File: src/hw/rtl/cpd_pkg.sv
`timescale 1ns / 1ps
// ----------------------------------------------------------------------------
// cpd_pkg
// Shared types and constants for the command packet deframer.
// ----------------------------------------------------------------------------
package cpd_pkg;

    // Header position of the frame parser
    typedef enum logic [1:0] {
        ST_CMD     = 2'd0,
        ST_LEN_LO  = 2'd1,
        ST_LEN_HI  = 2'd2,
        ST_PAYLOAD = 2'd3
    } t_stage;

    // Configuration register map (select values of address bit 2)
    localparam int          CFG_ADDR_W   = 3;
    localparam logic        REG_GAP      = 1'b0;
    localparam logic        REG_MAXLEN   = 1'b1;

    // Reset values of the configuration registers
    localparam logic [15:0] GAP_RESET    = 16'd10;
    localparam logic [15:0] MAXLEN_RESET = 16'd4096;

    // Stream widths
    localparam int          IN_DATA_W    = 40;
    localparam int          OUT_DATA_W   = 48;

    // One result produced by the parser for one item
    typedef struct packed {
        logic        emit;
        logic [7:0]  cmd;
        logic [7:0]  pbyte;
        logic [15:0] poff;
        logic        pvalid;
        logic        done;
        logic [15:0] length;
    } t_result;

endpackage

File: src/hw/rtl/cpd_parser.sv
`timescale 1ns / 1ps
// ----------------------------------------------------------------------------
// cpd_parser
// Frame state and next-state logic: header decode, gap timeout, payload count.
// State advances by one step on each accepted item.
// ----------------------------------------------------------------------------
module cpd_parser (
    input  logic              i_clk,
    input  logic              i_rst_n,
    input  logic              i_step,
    input  logic [7:0]        i_byte,
    input  logic              i_start,
    input  logic [31:0]       i_now,
    input  logic [15:0]       i_gap_timeout,
    input  logic [15:0]       i_max_length,
    output cpd_pkg::t_result  o_result
);
    import cpd_pkg::*;

    t_stage      r_stage, n_stage;
    logic [7:0]  r_cmd, n_cmd;
    logic [15:0] r_len, n_len;
    logic [15:0] r_cnt, n_cnt;
    logic [31:0] r_last, n_last;

    logic [31:0] gap;
    logic        timeout;
    t_stage      stage_eff;
    logic [15:0] full_len;
    logic        over;
    logic [15:0] cnt_inc;

    // Gap check on the first byte of a transaction
    assign gap       = i_now - r_last;
    assign timeout   = i_start && (gap > {16'd0, i_gap_timeout});
    assign stage_eff = timeout ? ST_CMD : r_stage;
    assign full_len  = {i_byte, r_len[7:0]};
    assign over      = full_len > i_max_length;
    assign cnt_inc   = r_cnt + 16'd1;

    // Next state and result
    always_comb begin
        n_stage  = stage_eff;
        n_cmd    = r_cmd;
        n_len    = r_len;
        n_cnt    = r_cnt;
        n_last   = (i_start || stage_eff == ST_CMD) ? i_now : r_last;
        o_result = '0;

        unique case (stage_eff)
            ST_CMD: begin
                n_cmd   = i_byte;
                n_len   = '0;
                n_cnt   = '0;
                n_stage = ST_LEN_LO;
            end
            ST_LEN_LO: begin
                n_len   = {8'd0, i_byte};
                n_stage = ST_LEN_HI;
            end
            ST_LEN_HI: begin
                n_len   = over ? 16'd0 : full_len;
                n_stage = ST_PAYLOAD;
                if (over) begin
                    n_stage = ST_CMD;
                end
                if (r_cnt == n_len) begin
                    o_result.done = 1'b1;
                    n_stage       = ST_CMD;
                end
            end
            ST_PAYLOAD: begin
                if (r_cnt < r_len) begin
                    o_result.pvalid = 1'b1;
                    o_result.pbyte  = i_byte;
                    o_result.poff   = r_cnt;
                    n_cnt           = cnt_inc;
                end
                if (n_cnt >= r_len) begin
                    o_result.done = 1'b1;
                    n_stage       = ST_CMD;
                end
            end
            default: begin
                n_stage = ST_CMD;
            end
        endcase

        o_result.emit   = o_result.pvalid || o_result.done;
        o_result.cmd    = n_cmd;
        o_result.length = n_len;
    end

    // State registers
    always_ff @(posedge i_clk) begin
        if (!i_rst_n) begin
            r_stage <= ST_CMD;
            r_cmd   <= '0;
            r_len   <= '0;
            r_cnt   <= '0;
            r_last  <= '0;
        end else if (i_step) begin
            r_stage <= n_stage;
            r_cmd   <= n_cmd;
            r_len   <= n_len;
            r_cnt   <= n_cnt;
            r_last  <= n_last;
        end
    end

endmodule

File: src/hw/rtl/command_packet_deframer.sv
`timescale 1ns / 1ps
// ----------------------------------------------------------------------------
// command_packet_deframer
// Splits a byte stream into frames of command, 16-bit length and payload.
//
// Input stream: one byte per item with its millisecond timestamp; tuser flags
// the first byte of a bus write. A byte that starts a write more than
// gap_timeout_ms after the last one restarts the header.
// Output stream: one item per payload byte, plus one for a zero-length or
// over-limit frame; tlast marks the frame's last item, tuser a payload byte.
// Header bytes produce no other output item.
// o_m_tvalid is registered after input acceptance. An item can be accepted
// every cycle unless the receiver stalls; the single output register sets
// that rate. On a stall, the held item blocks input only while it waits.
// Reset (synchronous) empties the output register, returns the parser to the
// command byte and loads gap_timeout_ms = 10 and max_length = 4096.
// Registers over APB: 0x0 gap_timeout_ms, 0x4 max_length (16 bits each).
// ----------------------------------------------------------------------------
module command_packet_deframer (
    input  logic                            i_clk,
    input  logic                            i_rst_n,
    // Input stream
    input  logic                            i_s_tvalid,
    output logic                            o_s_tready,
    input  logic [cpd_pkg::IN_DATA_W-1:0]   i_s_tdata,  // data_byte, now_ms
    input  logic                            i_s_tuser,  // start_of_write
    // Output stream
    output logic                            o_m_tvalid,
    input  logic                            i_m_tready,
    // packet_cmd, payload_byte, payload_offset, packet_length
    output logic [cpd_pkg::OUT_DATA_W-1:0]  o_m_tdata,
    output logic                            o_m_tuser,  // payload_valid
    output logic                            o_m_tlast,  // packet_done
    // Configuration
    input  logic                            psel,
    input  logic                            penable,
    input  logic                            pwrite,
    input  logic [cpd_pkg::CFG_ADDR_W-1:0]  paddr,
    input  logic [31:0]                     pwdata,
    output logic [31:0]                     prdata,
    output logic                            pready
);
    import cpd_pkg::*;

    logic [15:0] r_gap_timeout;
    logic [15:0] r_max_length;
    logic        cfg_wr;

    logic        accept;
    t_result     result;

    logic        r_out_valid;
    logic [7:0]  r_cmd;
    logic [7:0]  r_pbyte;
    logic [15:0] r_poff;
    logic        r_pvalid;
    logic        r_done;
    logic [15:0] r_length;

    // Configuration registers
    assign pready = 1'b1;
    assign cfg_wr = psel && penable && pwrite && pready;

    always_ff @(posedge i_clk) begin
        if (!i_rst_n) begin
            r_gap_timeout <= GAP_RESET;
            r_max_length  <= MAXLEN_RESET;
        end else if (cfg_wr) begin
            unique case (paddr[2])
                REG_GAP:    r_gap_timeout <= pwdata[15:0];
                REG_MAXLEN: r_max_length  <= pwdata[15:0];
                default:    r_gap_timeout <= r_gap_timeout;
            endcase
        end
    end

    always_comb begin
        unique case (paddr[2])
            REG_GAP:    prdata = {16'd0, r_gap_timeout};
            REG_MAXLEN: prdata = {16'd0, r_max_length};
            default:    prdata = '0;
        endcase
    end

    // Input handshake: take an item whenever the output slot is free or drains
    assign o_s_tready = !r_out_valid || i_m_tready;
    assign accept     = i_s_tvalid && o_s_tready;

    cpd_parser u_parser (
        .i_clk         (i_clk),
        .i_rst_n       (i_rst_n),
        .i_step        (accept),
        .i_byte        (i_s_tdata[7:0]),
        .i_start       (i_s_tuser),
        .i_now         (i_s_tdata[39:8]),
        .i_gap_timeout (r_gap_timeout),
        .i_max_length  (r_max_length),
        .o_result      (result)
    );

    // Output register
    always_ff @(posedge i_clk) begin
        if (!i_rst_n) begin
            r_out_valid <= 1'b0;
        end else if (o_s_tready) begin
            r_out_valid <= accept && result.emit;
        end
    end

    always_ff @(posedge i_clk) begin
        if (accept && result.emit) begin
            r_cmd    <= result.cmd;
            r_pbyte  <= result.pbyte;
            r_poff   <= result.poff;
            r_pvalid <= result.pvalid;
            r_done   <= result.done;
            r_length <= result.length;
        end
    end

    assign o_m_tvalid = r_out_valid;
    assign o_m_tdata  = {r_length, r_poff, r_pbyte, r_cmd};
    assign o_m_tuser  = r_pvalid;
    assign o_m_tlast  = r_done;

`ifndef SYNTHESIS
    // A result without a payload byte always closes a frame
    a_empty_is_done: assert property (@(posedge i_clk) disable iff (!i_rst_n)
        (o_m_tvalid && !o_m_tuser) |-> o_m_tlast)
        else $error("result with neither payload nor done");

    // A result without a payload byte carries zero byte and offset
    a_empty_zero: assert property (@(posedge i_clk) disable iff (!i_rst_n)
        (o_m_tvalid && !o_m_tuser) |-> (o_m_tdata[31:8] == 24'd0))
        else $error("non-payload result carries byte or offset");

    // Payload offset stays inside the declared length
    a_offset_in_frame: assert property (@(posedge i_clk) disable iff (!i_rst_n)
        (o_m_tvalid && o_m_tuser) |-> (o_m_tdata[31:16] < o_m_tdata[47:32]))
        else $error("payload offset beyond frame length");

    // Output is empty right after reset
    a_reset_empty: assert property (@(posedge i_clk)
        !i_rst_n |=> !o_m_tvalid)
        else $error("output valid after reset");
`endif

endmodule
File: config.mk
export PLATFORM = sky130hd
export DESIGN_NAME = command_packet_deframer
export DESIGN_NICKNAME = d
export VERILOG_FILES = /design/src/hw/rtl/cpd_pkg.sv /design/src/hw/rtl/cpd_parser.sv /design/src/hw/rtl/command_packet_deframer.sv
export SDC_FILE = /design/constraint.sdc
export NUM_CORES = 1
export LEC_CHECK = 0
export ABC_AREA = 1
export BUFFER_PORTS_ARGS = -buffer_cell sky130_fd_sc_hd__buf_2
export CORE_MARGIN = 5
export CORE_UTILIZATION = 30
export CTS_CLUSTER_DIAMETER = 200
export DETAILED_ROUTE_END_ITERATION = 8
export SETUP_SLACK_MARGIN = 0.02
export SLEW_MARGIN = 5
export SYNTH_ARGS = -nofsm -noshare
export SYNTH_HDL_FRONTEND = slang
export SYNTH_SLANG_ARGS = --single-unit
File: constraint.sdc
create_clock -name i_clk -period 7.6 [get_ports i_clk]
set_input_delay 1.52 -clock i_clk [delete_from_list [all_inputs] [get_ports i_clk]]
set_output_delay 1.52 -clock i_clk [all_outputs]
set_load 0.01 [all_outputs]
; Word-level counts from Yosys, hierarchy flattened
; Cells that the tools add are included.
[totals]
register_bits = 157
inputBits = 83
output_inout_bits = 85
elab_cells = 58
[op_classes]
add_sub_neg = 2
n_lt_le_gt_ge = 4
n_eq_ne = 4
n_mux = 17
bitwise_logic = 1
reduce_logical = 16
[op_table]
columns = cell, count
row1 = $pmux W32 S2, 1
row2 = $mux W16, 3
row3 = $pmux W16 S3, 1
row4 = $gt A32 B16 Y1, 1
row5 = $pmux W16 S2, 1
row6 = $sub A32 B32 Y32, 1
row7 = $add A16 B1 Y16 const B, 1
row8 = $eq A16 B16 Y1, 1
row9 = $ge A16 B16 Y1, 1
row10 = $gt A16 B16 Y1, 1
row11 = $lt A16 B16 Y1, 1
row12 = $reduce_and A2 Y1, 5
row13 = $mux W2, 4
row14 = $mux W8, 1
row15 = $pmux W2 S4, 1
row16 = $logic_and A1 B1 Y1, 5
row17 = $eq A2 B2 Y1 const B, 2
row18 = $mux W1, 4
row19 = $logic_or A1 B1 Y1, 3
row20 = $eq A2 B1 Y1 const B, 1
row21 = $logic_not A2 Y1, 1
row22 = $pmux W1 S2, 1
row23 = $reduce_bool A2 Y1, 1
row24 = $logic_not A1 Y1, 1
row25 = $not A1 Y1, 1

; Longest topological paths before layout
; Gate-level depths: netlist of run 1.
[logic_depth]
depth_word = 11
depth_mapped = 35
depth_no_buf = 35

; By module
; A second synthesis of run 1 with hierarchy kept.
[hier_totals]
hier_cells = 1655
hier_area_um2 = 11134.4
[by_module_without_submodules]
columns = mod, n_inst, cells_per_inst, area_each_um2, seq_area_each_um2
row1 = cpd_parser, 1, 1330, 7857.5, 1481.4
row2 = command_packet_deframer, 1, 325, 3276.9, 2162.1

; Worst setup path before layout of run 1
; Ideal clock, no wire load.
[synth_timing]
path_type = input-to-reg
startpoint = input i_s_tdata[8] (netlist name)
endpoint = register r_done (netlist: o_m_tlast) (enable)
setup_time_ps = 404
arrival_ps = 5654
required_ps = 7196
slack_ps = 1542
path_stages = 31
path_buffers = 0
cell_sequence = inv_1 ha_1 fa_1 inv_1 nand2_1 nand2_1 nand3_1 nand2_2 nand2_1 nand2_1 xor2_1 ha_1 nand2_1 nor2_1 nand3_1 nor3_1 a21oi_1 nor2_1 nand2_1 nor2_1 nand2_1 nor2_2 nand2_2 a21oi_2 ha_1 inv_1 nor2_1 inv_2 nand2_2 nand2_2 inv_1
[synth_rtl]
columns = item, line
row1 = "start, declared", command_packet_deframer.sv:25  ; input logic [cpd_pkg::IN_DATA_W-1:0] i_s_tdata,
row2 = "end signal, assigned", command_packet_deframer.sv:116  ; r_done <= result.done;
row3 = "end, declared", command_packet_deframer.sv:57  ; logic r_done;

==> results of run 1 <==
[stage by stage]
stage	cell area, um2	instances
global route	12300	2138
floorplan	10700	1568
detailed placement	11700	2106
finish	12400	2139
CTS	12300	2138
global placement	11700	2106
[cell usage in the layout, fill, tap and decap left out, types with 27 or more instances in the layout]
cell type,instances
nand2_1,373
inv_1,264
a21oi_1,156
buf_2,132
o21ai_0,131
nor2_1,119
dfxtp_1,107
ha_1,100
nand3_1,60
edfxtp_1,50
xor2_1,27
[critical path, delay by kind of cell]
family | cells | cell delay, ns
buffers and inverters | 6 | 0.97
adders and majority gates | 4 | 1.36
and+or+nand+nor | 17 | 1.89
xor gates and xnor gates | 1 | 0.09
AOI/OAI and AO/OA | 4 | 0.65
[worst min-delay path by stage]
stage / slack, ns / to / cells past startpoint / from
2_1_floorplan: 0.42 / u_parser.r_cmd[0] / 2 / u_parser.r_cmd[0]
3_3_place_gp: 0.43 / u_parser.r_cmd[1] / 2 / u_parser.r_cmd[1]
3_5_place_dp: 0.44 / u_parser.r_cmd[3] / 2 / u_parser.r_cmd[3]
4_1_cts: 0.45 / u_parser.r_cmd[3] / 2 / u_parser.r_cmd[3]
5_1_grt: 0.47 / u_parser.r_last[24] / 2 / u_parser.r_last[24]
6_report: 0.45 / u_parser.r_cmd[3] / 2 / u_parser.r_cmd[3]
[sequential cells by signal (all words and copies together), names as in the netlist, 2 cells and up]
signal / count
r_cmd: 8
r_gap_timeout: 16
r_length: 16
r_max_length: 16
r_pbyte: 8
r_poff: 16
u_parser.r_cmd: 8
u_parser.r_cnt: 16
u_parser.r_last: 32
u_parser.r_len: 16
u_parser.r_stage: 2
[routing by layer]
layer / track usage (%) / share of wire (%)
met1: 20.8 / 47
met2: 25.9 / 47
met3: 2.44 / 4.8
met4: 3.82 / 1.7
met5: 0 / 0
[cell type report]
type / instances / area [um2]
Fill cell: 3892 / 23000
Multi-Input combinational cell: 1079 / 5790
Sequential cell: 157 / 3640
Inverter: 271 / 1020
Timing Repair Buffer: 138 / 718
Tap cell: 461 / 577
Clock buffer: 18 / 429
Clock inverter: 14 / 174
Antenna cell: 1 / 2.50
[cells by family (layout without fill, tap and decap cells)]
group,count (synthesis),after routing,synth area share (%)
xor+xnor,29,29,2.38
other cells,2,18,0.0703
compound gates,324,324,16.0
buf+inv,332,441,12.4
simple gates,608,608,23.2
fa+ha+maj,101,101,11.9
flops,157,157,34.1
[report_power, final]
part           internal, W  switching [W]  total [W]
Clock             0.000472       0.000427   0.000899
Sequential        0.000892      0.0000124   0.000904
Combinational     0.000185       0.000347   0.000532
Total              0.00155       0.000787    0.00234
==> impl_metrics.py, run 1 <==
metrics = {
    "sta": {
        "grt_setup_unrepaired": "false",
        "finalHoldViolCount": 0,
        "fmax_mhz": 161,
        "slew_violations": 0,
        "worst_pin_slew_ns": 1.14,
        "worst_slack_ns": 1.40,
        "whs_ns": 0.450,
        "fin_tns_setup_ns": 0,
        "period_minus_slack_ns": 6.20,
        "slew_headroom_pct": 23.9,
        "setup_viol": 0,
        "finClkSkew_ns": 0.0162,
        "period_share_pct": 81.6,
    },
    "synthesis": {
        "ys_seq_elements": 157,
        "synthTopCellsByCount": "nand2_1 (373), inv_1 (265), a21oi_1 (156), o21ai_0 (131), nor2_1 (119)",
        "yosysMostFrequentCell": "nand2_1",
        "yosys.area.top_type": "dfxtp_1",
        "synth_flop_cell": "dfxtp_1",
        "synth_edf_count": 50,
        "ys_warn_count": 0,
        "synth_area_um2": 10700,
        "ys_seq_area_share_pct": 34.1,
        "synth.top_cell.area_share_pct": 20.0,
        "synthTopCellsByArea": "dfxtp_1 (20%), edfxtp_1 (14%), nand2_1 (13%), ha_1 (12%), inv_1 (9.3%)",
        "synthCells": 1553,
        "ys_async_sr_fraction_pct": 0,
        "synthDistinctLibCells": 41,
        "avgSynthCellArea_um2": 6.88,
    },
    "place": {
        "dp.final_hpwl_mm": 23.4,
        "place_ws_ns": 0.912,
        "place_congestion": 0.886,
        "io_buffers": 132,
    },
    "detailed_routing": {
        "drt_wl_total_mm": 30.3,
        "drc": 0,
        "drt_first_pass_iters": 6,
        "wire_per_inst_um": 14.2,
        "drt-initial-drc-count": 597,
        "vias": 9864,
        "final_antenna_net_count": 0,
        "routed_via_density": 4.61,
    },
    "grt": {
        "gr-total-overflow": 0,
        "grt_max_degree": 72,
        "grt_antenna_before_repair": 0,
        "track_usage_pct": 15.4,
        "grt_pass1_vias": 9340,
        "grt_pass1_wl_mm": 48.5,
    },
    "setup_path": {
        "startpoint": "i_s_tdata[8]",
        "r2r_slack_ns": 2.28,
        "crit_path_end": "u_parser.r_len[11]",
        "cp-end-kind": "flip-flop",
        "r2r_start": "u_parser.r_last[0]",
        "crit_path_start_kind": "input pin",
        "cpPeakStageDelay_ns": 0.47,
        "r2r_end": "u_parser.r_len[11]",
        "slowest_stage": "ha_1",
        "reg2reg_depth": 30,
        "path_max_fanout": 10,
        "critPathKind": "in -> reg",
        "crit_required_ns": 7.93,
        "cp.arrival_ns": 6.54,
        "path_common_cell": "nand2_1",
    },
    "final_layout": {
        "fin_util_pct": 34.9,
        "nets": 1848,
        "drive_gt1_share_pct": 11.8,
        "syn2layout_area_growth_pct": 15.6,
    },
    "power_and_ir_drop": {
        "p_leak_nw": 5.91,
        "ir_drop_uv": 147,
        "p_per_area_nw_per_um2": 189,
        "power_w": 0.00234,
    },
    "die": {
        "fp-row-count": 69,
        "die_w_um": 199,
        "start_util_pct": 30.2,
        "core_um2": 35400,
        "die_y_um": 199,
        "dieArea_um2": 39500,
        "io_pins": 168,
    },
    "hold_path": {
        "hold_path.class": "reg -> reg",
    },
    "cts": {
        "clockBufferDepth": 2,
        "root_buffer": "clkbuf_16",
        "numCtsBuffers": 17,
        "cts-resized-gates": 0,
        "postCtsHoldBufs": 0,
        "cts_tree": "yes",
        "postCtsSetupRepairBufs": 0,
        "path_clk_slew_ns": 0.07,
        "htreeDepth": 4,
        "clock-sinks": 157,
        "clock_latency_ns": 0.44,
    },
    "job": {
        "cap_viol_max_count": 0,
    },
    "status": {
        "status": "finished, final reports clean",
    },
}
Power figures use the tool's default switching activity.
==> inputs of run 2 (changes only) <==
==> constraint.sdc (replaced) <==
create_clock -name i_clk -period 5.5 [get_ports i_clk]
set_input_delay 1.1 -clock i_clk [delete_from_list [all_inputs] [get_ports i_clk]]
set_output_delay 1.1 -clock i_clk [all_outputs]
set_load 0.01 [all_outputs]
==> run 2 against run 1 <==
Against the previous run:
- global-route usage up 0.19 points
- combinational power increased by 41%
- register-to-register slack worse by 1.5 ns
- first-iteration DRC count grew 11%
- critical path type unchanged
==> impl_metrics.py, run 2 (same netlist as run 1, synthesis figures left out) <==
metrics = {
    "final_layout": {
        "largest_reg_flops": 32,
        "final_cell_mix": "nand2_1 (373), inv_1 (264), a21oi_1 (156), buf_2 (132), o21ai_0 (131)",
        "nets": 1867,
        "fill_cells": 3853,
        "design_area_um2": 12500,
        "drive_gt1_share_pct": 12.8,
        "syn2layout_area_growth_pct": 17.0,
        "mostFrequentLayoutCell": "nand2_1",
        "antennaDiodeCount": 0,
        "multi_input_area_um2": 5790,
        "largest_register": "u_parser.r_last",
        "final-seq-area_um2": 3640,
    },
    "cts": {
        "clock-sinks": 157,
        "htreeDepth": 4,
        "postCtsSetupRepairBufs": 0,
        "root_buffer": "clkbuf_16",
        "numCtsBuffers": 17,
        "cts-resized-gates": 0,
        "cts_tree": "yes",
        "postCtsHoldBufs": 0,
        "path_clk_slew_ns": 0.07,
        "clock_latency_ns": 0.45,
        "clockBufferDepth": 2,
    },
    "detailed_routing": {
        "routed_via_density": 4.65,
        "wire_per_inst_um": 14.3,
        "drt_wl_total_mm": 30.9,
        "wl_met3_mm": 1.41,
        "vias": 10000,
        "final_antenna_net_count": 0,
        "drt-initial-drc-count": 663,
        "drt_first_pass_iters": 7,
        "highest_layer": "met4",
        "wl_met1_mm": 14.2,
        "dr_wl_met2_mm": 14.7,
        "drc": 0,
    },
    "sta": {
        "worst_pin_slew_ns": 0.891,
        "slew_headroom_pct": 40.6,
        "setup_viol": 0,
        "period_share_pct": 90.2,
        "finClkSkew_ns": 0.0120,
        "fmax_mhz": 202,
        "slew_violations": 0,
        "finalHoldViolCount": 0,
        "grt_setup_unrepaired": "false",
        "fin_tns_setup_ns": 0,
        "period_minus_slack_ns": 4.96,
    },
    "die": {
        "io_pins": 168,
        "core_um2": 35400,
        "die_w_um": 199,
        "dieArea_um2": 39500,
        "start_util_pct": 30.2,
        "die_y_um": 199,
        "fp-row-count": 69,
    },
    "place": {
        "place_congestion": 0.881,
        "io_buffers": 132,
        "place_area_um2": 11900,
        "dp.final_hpwl_mm": 23.9,
    },
    "power_and_ir_drop": {
        "p_per_area_nw_per_um2": 255,
        "p_leak_nw": 5.99,
        "ir_drop_uv": 220,
    },
    "hold_path": {
        "hp-start": "u_parser.r_cmd[5]",
        "holdPathEnd": "u_parser.r_cmd[5]",
        "hold_path.class": "reg -> reg",
        "hold_depth": 2,
    },
    "grt": {
        "grt_antenna_before_repair": 0,
        "grt_pass1_vias": 9530,
        "grt_max_degree": 71,
        "gr-total-overflow": 0,
        "grt_pass1_wl_mm": 48.6,
        "track_usage_pct": 15.6,
    },
    "setup_path": {
        "r2r_start": "u_parser.r_len[3]",
        "slowest_stage": "ha_1",
        "cp-end-kind": "flip-flop",
        "r2r_slack_ns": 0.80,
        "crit_path_start_kind": "input pin",
        "cp.arrival_ns": 5.16,
        "cpPeakStageDelay_ns": 0.36,
        "path_max_fanout": 28,
        "reg2reg_depth": 24,
        "critPathKind": "in -> reg",
        "crit_required_ns": 5.69,
        "r2r_end": "r_poff[14]",
    },
    "job": {
        "cap_viol_max_count": 0,
    },
    "status": {
        "status": "finished, final reports clean",
    },
}
==> run 2: metal layers <==
metal  up-vias  track usage, %
li1       5225               -
met1      4545            20.0
met2       211            26.9
met3        39            2.90
met4         0            4.31
met5         -               0
==> run 2: worst max-delay path by stage <==
stage	startpoint	endpoint	slack (ns)	cells past startpoint
floorplan	i_s_tdata[8]	o_m_tlast	0.13	32
global placement	i_s_tdata[8]	r_cmd[7]	0.08	33
detailed placement	i_s_tdata[8]	r_cmd[3]	0.04	34
CTS	i_s_tdata[8]	u_parser.r_last[19]	0.49	32
global route	i_s_tdata[14]	u_parser.r_cmd[3]	0.09	29
finish	i_s_tdata[14]	r_poff[14]	0.54	31
==> run 2: critical path, delay by kind of cell <==
| family | cells | cell delay [ns] |
|---|---|---|
| AOI/OAI and AO/OA | 3 | 0.51 |
| xor gates and xnor gates | 1 | 0.17 |
| adders and majority gates | 3 | 0.88 |
| buffers and inverters | 5 | 0.60 |
| and+or+nand+nor | 19 | 1.88 |
==> run 2: through the flow <==
stage | cells | utilization [%] | hold WS (ns) | setup slack (ns) | power, W
6_report | 2157 | 35.3 | 0.452 | 0.537 | 0.00319
5_1_grt | 2157 | 35.3 | 0.471 | 0.0883 | 0.00339
4_1_cts | 2157 | 35.3 | 0.451 | 0.492 | 0.00323
3_5_place_dp | 2125 | 33.7 | 0.442 | 0.0363 | 0.00203
3_3_place_gp | 2125 | 33.7 | 0.434 | 0.0754 | 0.00201
2_1_floorplan | 1568 | - | 0.424 | 0.128 | 0.00182
==> run 2: area by class of cell <==
| cell class | instances | area share [%] |
|---|---|---|
| Timing Repair Buffer | 157 | 7.19 |
| Clock buffer | 19 | 3.54 |
| Sequential cell | 157 | 29.1 |
| Inverter | 271 | 8.17 |
| Tap cell | 461 | 4.61 |
| Multi-Input combinational cell | 1079 | 46.3 |
| Clock inverter | 13 | 1.03 |
==> run 2: power by group <==
part	leakage (nW)	internal (W)	switching, W
clock	0.275	0.000645	0.000542
combinational	4.40	0.000266	0.000486
sequential	1.32	0.00123	0.0000173
total	5.99	0.00214	0.00104
==> inputs of run 3 (changes only) <==
--- a/config.mk
+++ b/config.mk
@@ -15,4 +15,5 @@
 export SLEW_MARGIN = 5
 export SYNTH_ARGS = -nofsm -noshare
 export SYNTH_HDL_FRONTEND = slang
+export SYNTH_HIERARCHICAL = 1
 export SYNTH_SLANG_ARGS = --single-unit
==> run 3 against run 2 <==
Against the previous run:
- register-to-register slack hardly changed
- clock skew decreased by 0.0022 ns
- clock-buffer cell count down 2
- non-clock buffer count rose by 54
- area after synthesis grew 4.2%
- combinational power grew 14%
- sequential power barely moved
==> impl_metrics.py, run 3 <==
metrics = {
    "hold_path": {
        "hold_path.class": "reg -> reg",
        "hold_depth": 2,
    },
    "detailed_routing": {
        "vias": 10800,
        "drt-initial-drc-count": 608,
        "drc": 0,
        "wire_per_inst_um": 14.6,
        "drt_wl_total_mm": 33.8,
        "drt_first_pass_iters": 5,
        "final_antenna_net_count": 0,
        "routed_via_density": 4.66,
    },
    "die": {
        "io_pins": 168,
        "core_um2": 36600,
        "dieArea_um2": 41100,
        "die_w_um": 203,
        "start_util_pct": 30.4,
        "die_y_um": 203,
        "fp-row-count": 70,
    },
    "setup_path": {
        "critPathKind": "in -> reg",
        "reg2reg_depth": 32,
        "crit_required_ns": 5.65,
        "cpPeakStageDelay_ns": 0.35,
        "slowest_stage": "fa_2",
        "cp.arrival_ns": 5.23,
        "path_max_fanout": 25,
        "crit_path_start_kind": "input pin",
        "r2r_slack_ns": 0.79,
        "cp-end-kind": "flip-flop",
    },
    "synthesis": {
        "ys_warn_count": 6,
        "yosys.area.top_type": "dfxtp_1",
        "ys_seq_area_share_pct": 32.7,
        "synthTopCellsByArea": "dfxtp_1 (19%), nand2_1 (15%), edfxtp_1 (13%), ha_1 (11%), inv_1 (9.3%)",
        "synth.top_cell.area_share_pct": 19.2,
        "synthCells": 1655,
        "avgSynthCellArea_um2": 6.73,
        "synthTopCellsByCount": "nand2_1 (436), inv_1 (277), nor2_1 (167), a21oi_1 (124), dfxtp_1 (107)",
        "synthDistinctLibCells": 46,
        "ys_async_sr_fraction_pct": 0,
        "ys_seq_elements": 157,
        "synth_edf_count": 50,
        "synth_area_um2": 11100,
        "synth_flop_cell": "dfxtp_1",
        "yosysMostFrequentCell": "nand2_1",
    },
    "final_layout": {
        "syn2layout_area_growth_pct": 20.3,
        "nets": 2018,
        "fill_cells": 3962,
        "layoutNonFillerInstCount": 2316,
        "mostFrequentLayoutCell": "nand2_1",
        "largest_reg_flops": 32,
        "final_cell_mix": "nand2_1 (433), inv_1 (273), nor2_1 (166), buf_2 (132), a21oi_1 (124)",
        "largest_register": "u_parser/r_last",
        "design_area_um2": 13400,
        "drive_gt1_share_pct": 15.8,
    },
    "cts": {
        "path_clk_slew_ns": 0.07,
        "htreeDepth": 4,
        "root_buffer": "clkbuf_16",
        "clock_latency_ns": 0.46,
        "clockBufferDepth": 2,
        "numCtsBuffers": 17,
        "clock-sinks": 157,
        "postCtsHoldBufs": 0,
        "cts_tree": "yes",
    },
    "place": {
        "place_inst": 2281,
        "io_buffers": 132,
        "dp.final_hpwl_mm": 26.5,
        "place_area_um2": 12800,
        "place_congestion": 0.908,
    },
    "grt": {
        "track_usage_pct": 16.1,
        "grt_pass1_vias": 10200,
        "grt_max_degree": 67,
        "gr-total-overflow": 0,
        "grt_antenna_before_repair": 1,
        "grt_pass1_wl_mm": 52.9,
    },
    "sta": {
        "whs_ns": 0.458,
        "finalHoldViolCount": 0,
        "slew_headroom_pct": 24.4,
        "period_share_pct": 92.3,
        "fmax_mhz": 197,
        "fin_tns_setup_ns": 0,
        "grt_setup_unrepaired": "true",
        "finClkSkew_ns": 0.00983,
        "worst_pin_slew_ns": 1.13,
        "period_minus_slack_ns": 5.08,
        "setup_viol": 0,
        "slew_violations": 0,
    },
    "power_and_ir_drop": {
        "ir_drop_uv": 232,
        "power_w": 0.00326,
        "p_leak_nw": 6.52,
        "p_per_area_nw_per_um2": 244,
    },
    "job": {
        "cap_viol_max_count": 0,
    },
    "status": {
        "status": "finished, final reports clean",
    },
}
==> run 3: cell types whose count changed after synthesis, moves of 7 or more <==
cell	before	now
nor2_1	119	167
o21ai_0	131	101
nand2_2	14	7
a21oi_1	156	124
nand2_1	373	436
clkbuf_1	39	29
inv_1	265	277
nand3_1	60	96
buf_2	2	10
==> run 3: worst paths after layout <==
kind,from,to
hold reg to reg,u_parser/r_last[22],u_parser/r_last[22]
setup / recovery,i_s_tdata[8],r_length[4]
setup reg to reg,u_parser/r_len[1],r_length[4]
hold / removal,u_parser/r_last[22],u_parser/r_last[22]
==> run 3: repair_timing <==
item,4_1_cts,5_1_grt
setup endpoints to repair,0,50
buffers inserted,0,1
endpoints found under the hold margin,0,0
gates resized for setup,0,4
==> run 3: through the flow <==
step | setup slack [ns] | util [%]
6_report | 0.421 | 36.6
5_1_grt | -0.0330 | 36.6
4_1_cts | 0.266 | 36.4
3_5_place_dp | -0.213 | 34.9
3_3_place_gp | -0.186 | 34.9
2_1_floorplan | -0.309 | -
==> run 3: worst max-delay path: cells and delay by family <==
family | cells | cell delay, ns
simple gates | 20 | 1.93
buf+inv | 9 | 0.89
compound gates | 2 | 0.26
fa+ha+maj | 4 | 0.94
xor+xnor | 1 | 0.09
==> run 3: power breakdown <==
part / total [W] / leakage [nW] / switching [W] / internal (W)
clock: 0.00115 / 0.265 / 0.000561 / 0.000592
combinational: 0.000855 / 4.95 / 0.000523 / 0.000331
sequential: 0.00125 / 1.31 / 0.0000220 / 0.00123
total: 0.00326 / 6.52 / 0.00111 / 0.00216
==> run 3: cell type report <==
cell class,count,area (um2),share of cell area [%]
timing repair buffer,211,1320,9.83
inverter,282,1080,8.03
tap,468,586,4.37
multi-input combinational,1165,6210,46.4
sequential,157,3640,27.2
antenna,1,2.50,0.0187
clock buffer,17,425,3.18
clock inverter,15,131,0.981
==> run 3: logic make-up after synthesis <==
kind of cell,Yosys count,share of synthesized area [%]
AND/OR/NAND/NOR,758,28.4
buffers and inverters,348,13.0
AO/OA/AOI/OAI,267,12.7
flip-flops,157,32.7
adder cells (fa/ha/maj),101,11.4
XOR/XNOR,22,1.73
other,2,0.0674
==> run 3: routing by layer <==
metal	track usage (%)	up-vias	share of wire, %	routed length [um]
met3	3.19	48	5.0	1680
li1	-	5608	-	-
met2	28.8	232	50	16800
met1	19.9	4911	43	14600
met5	0	-	0.038	13
met4	4.15	2	1.9	652
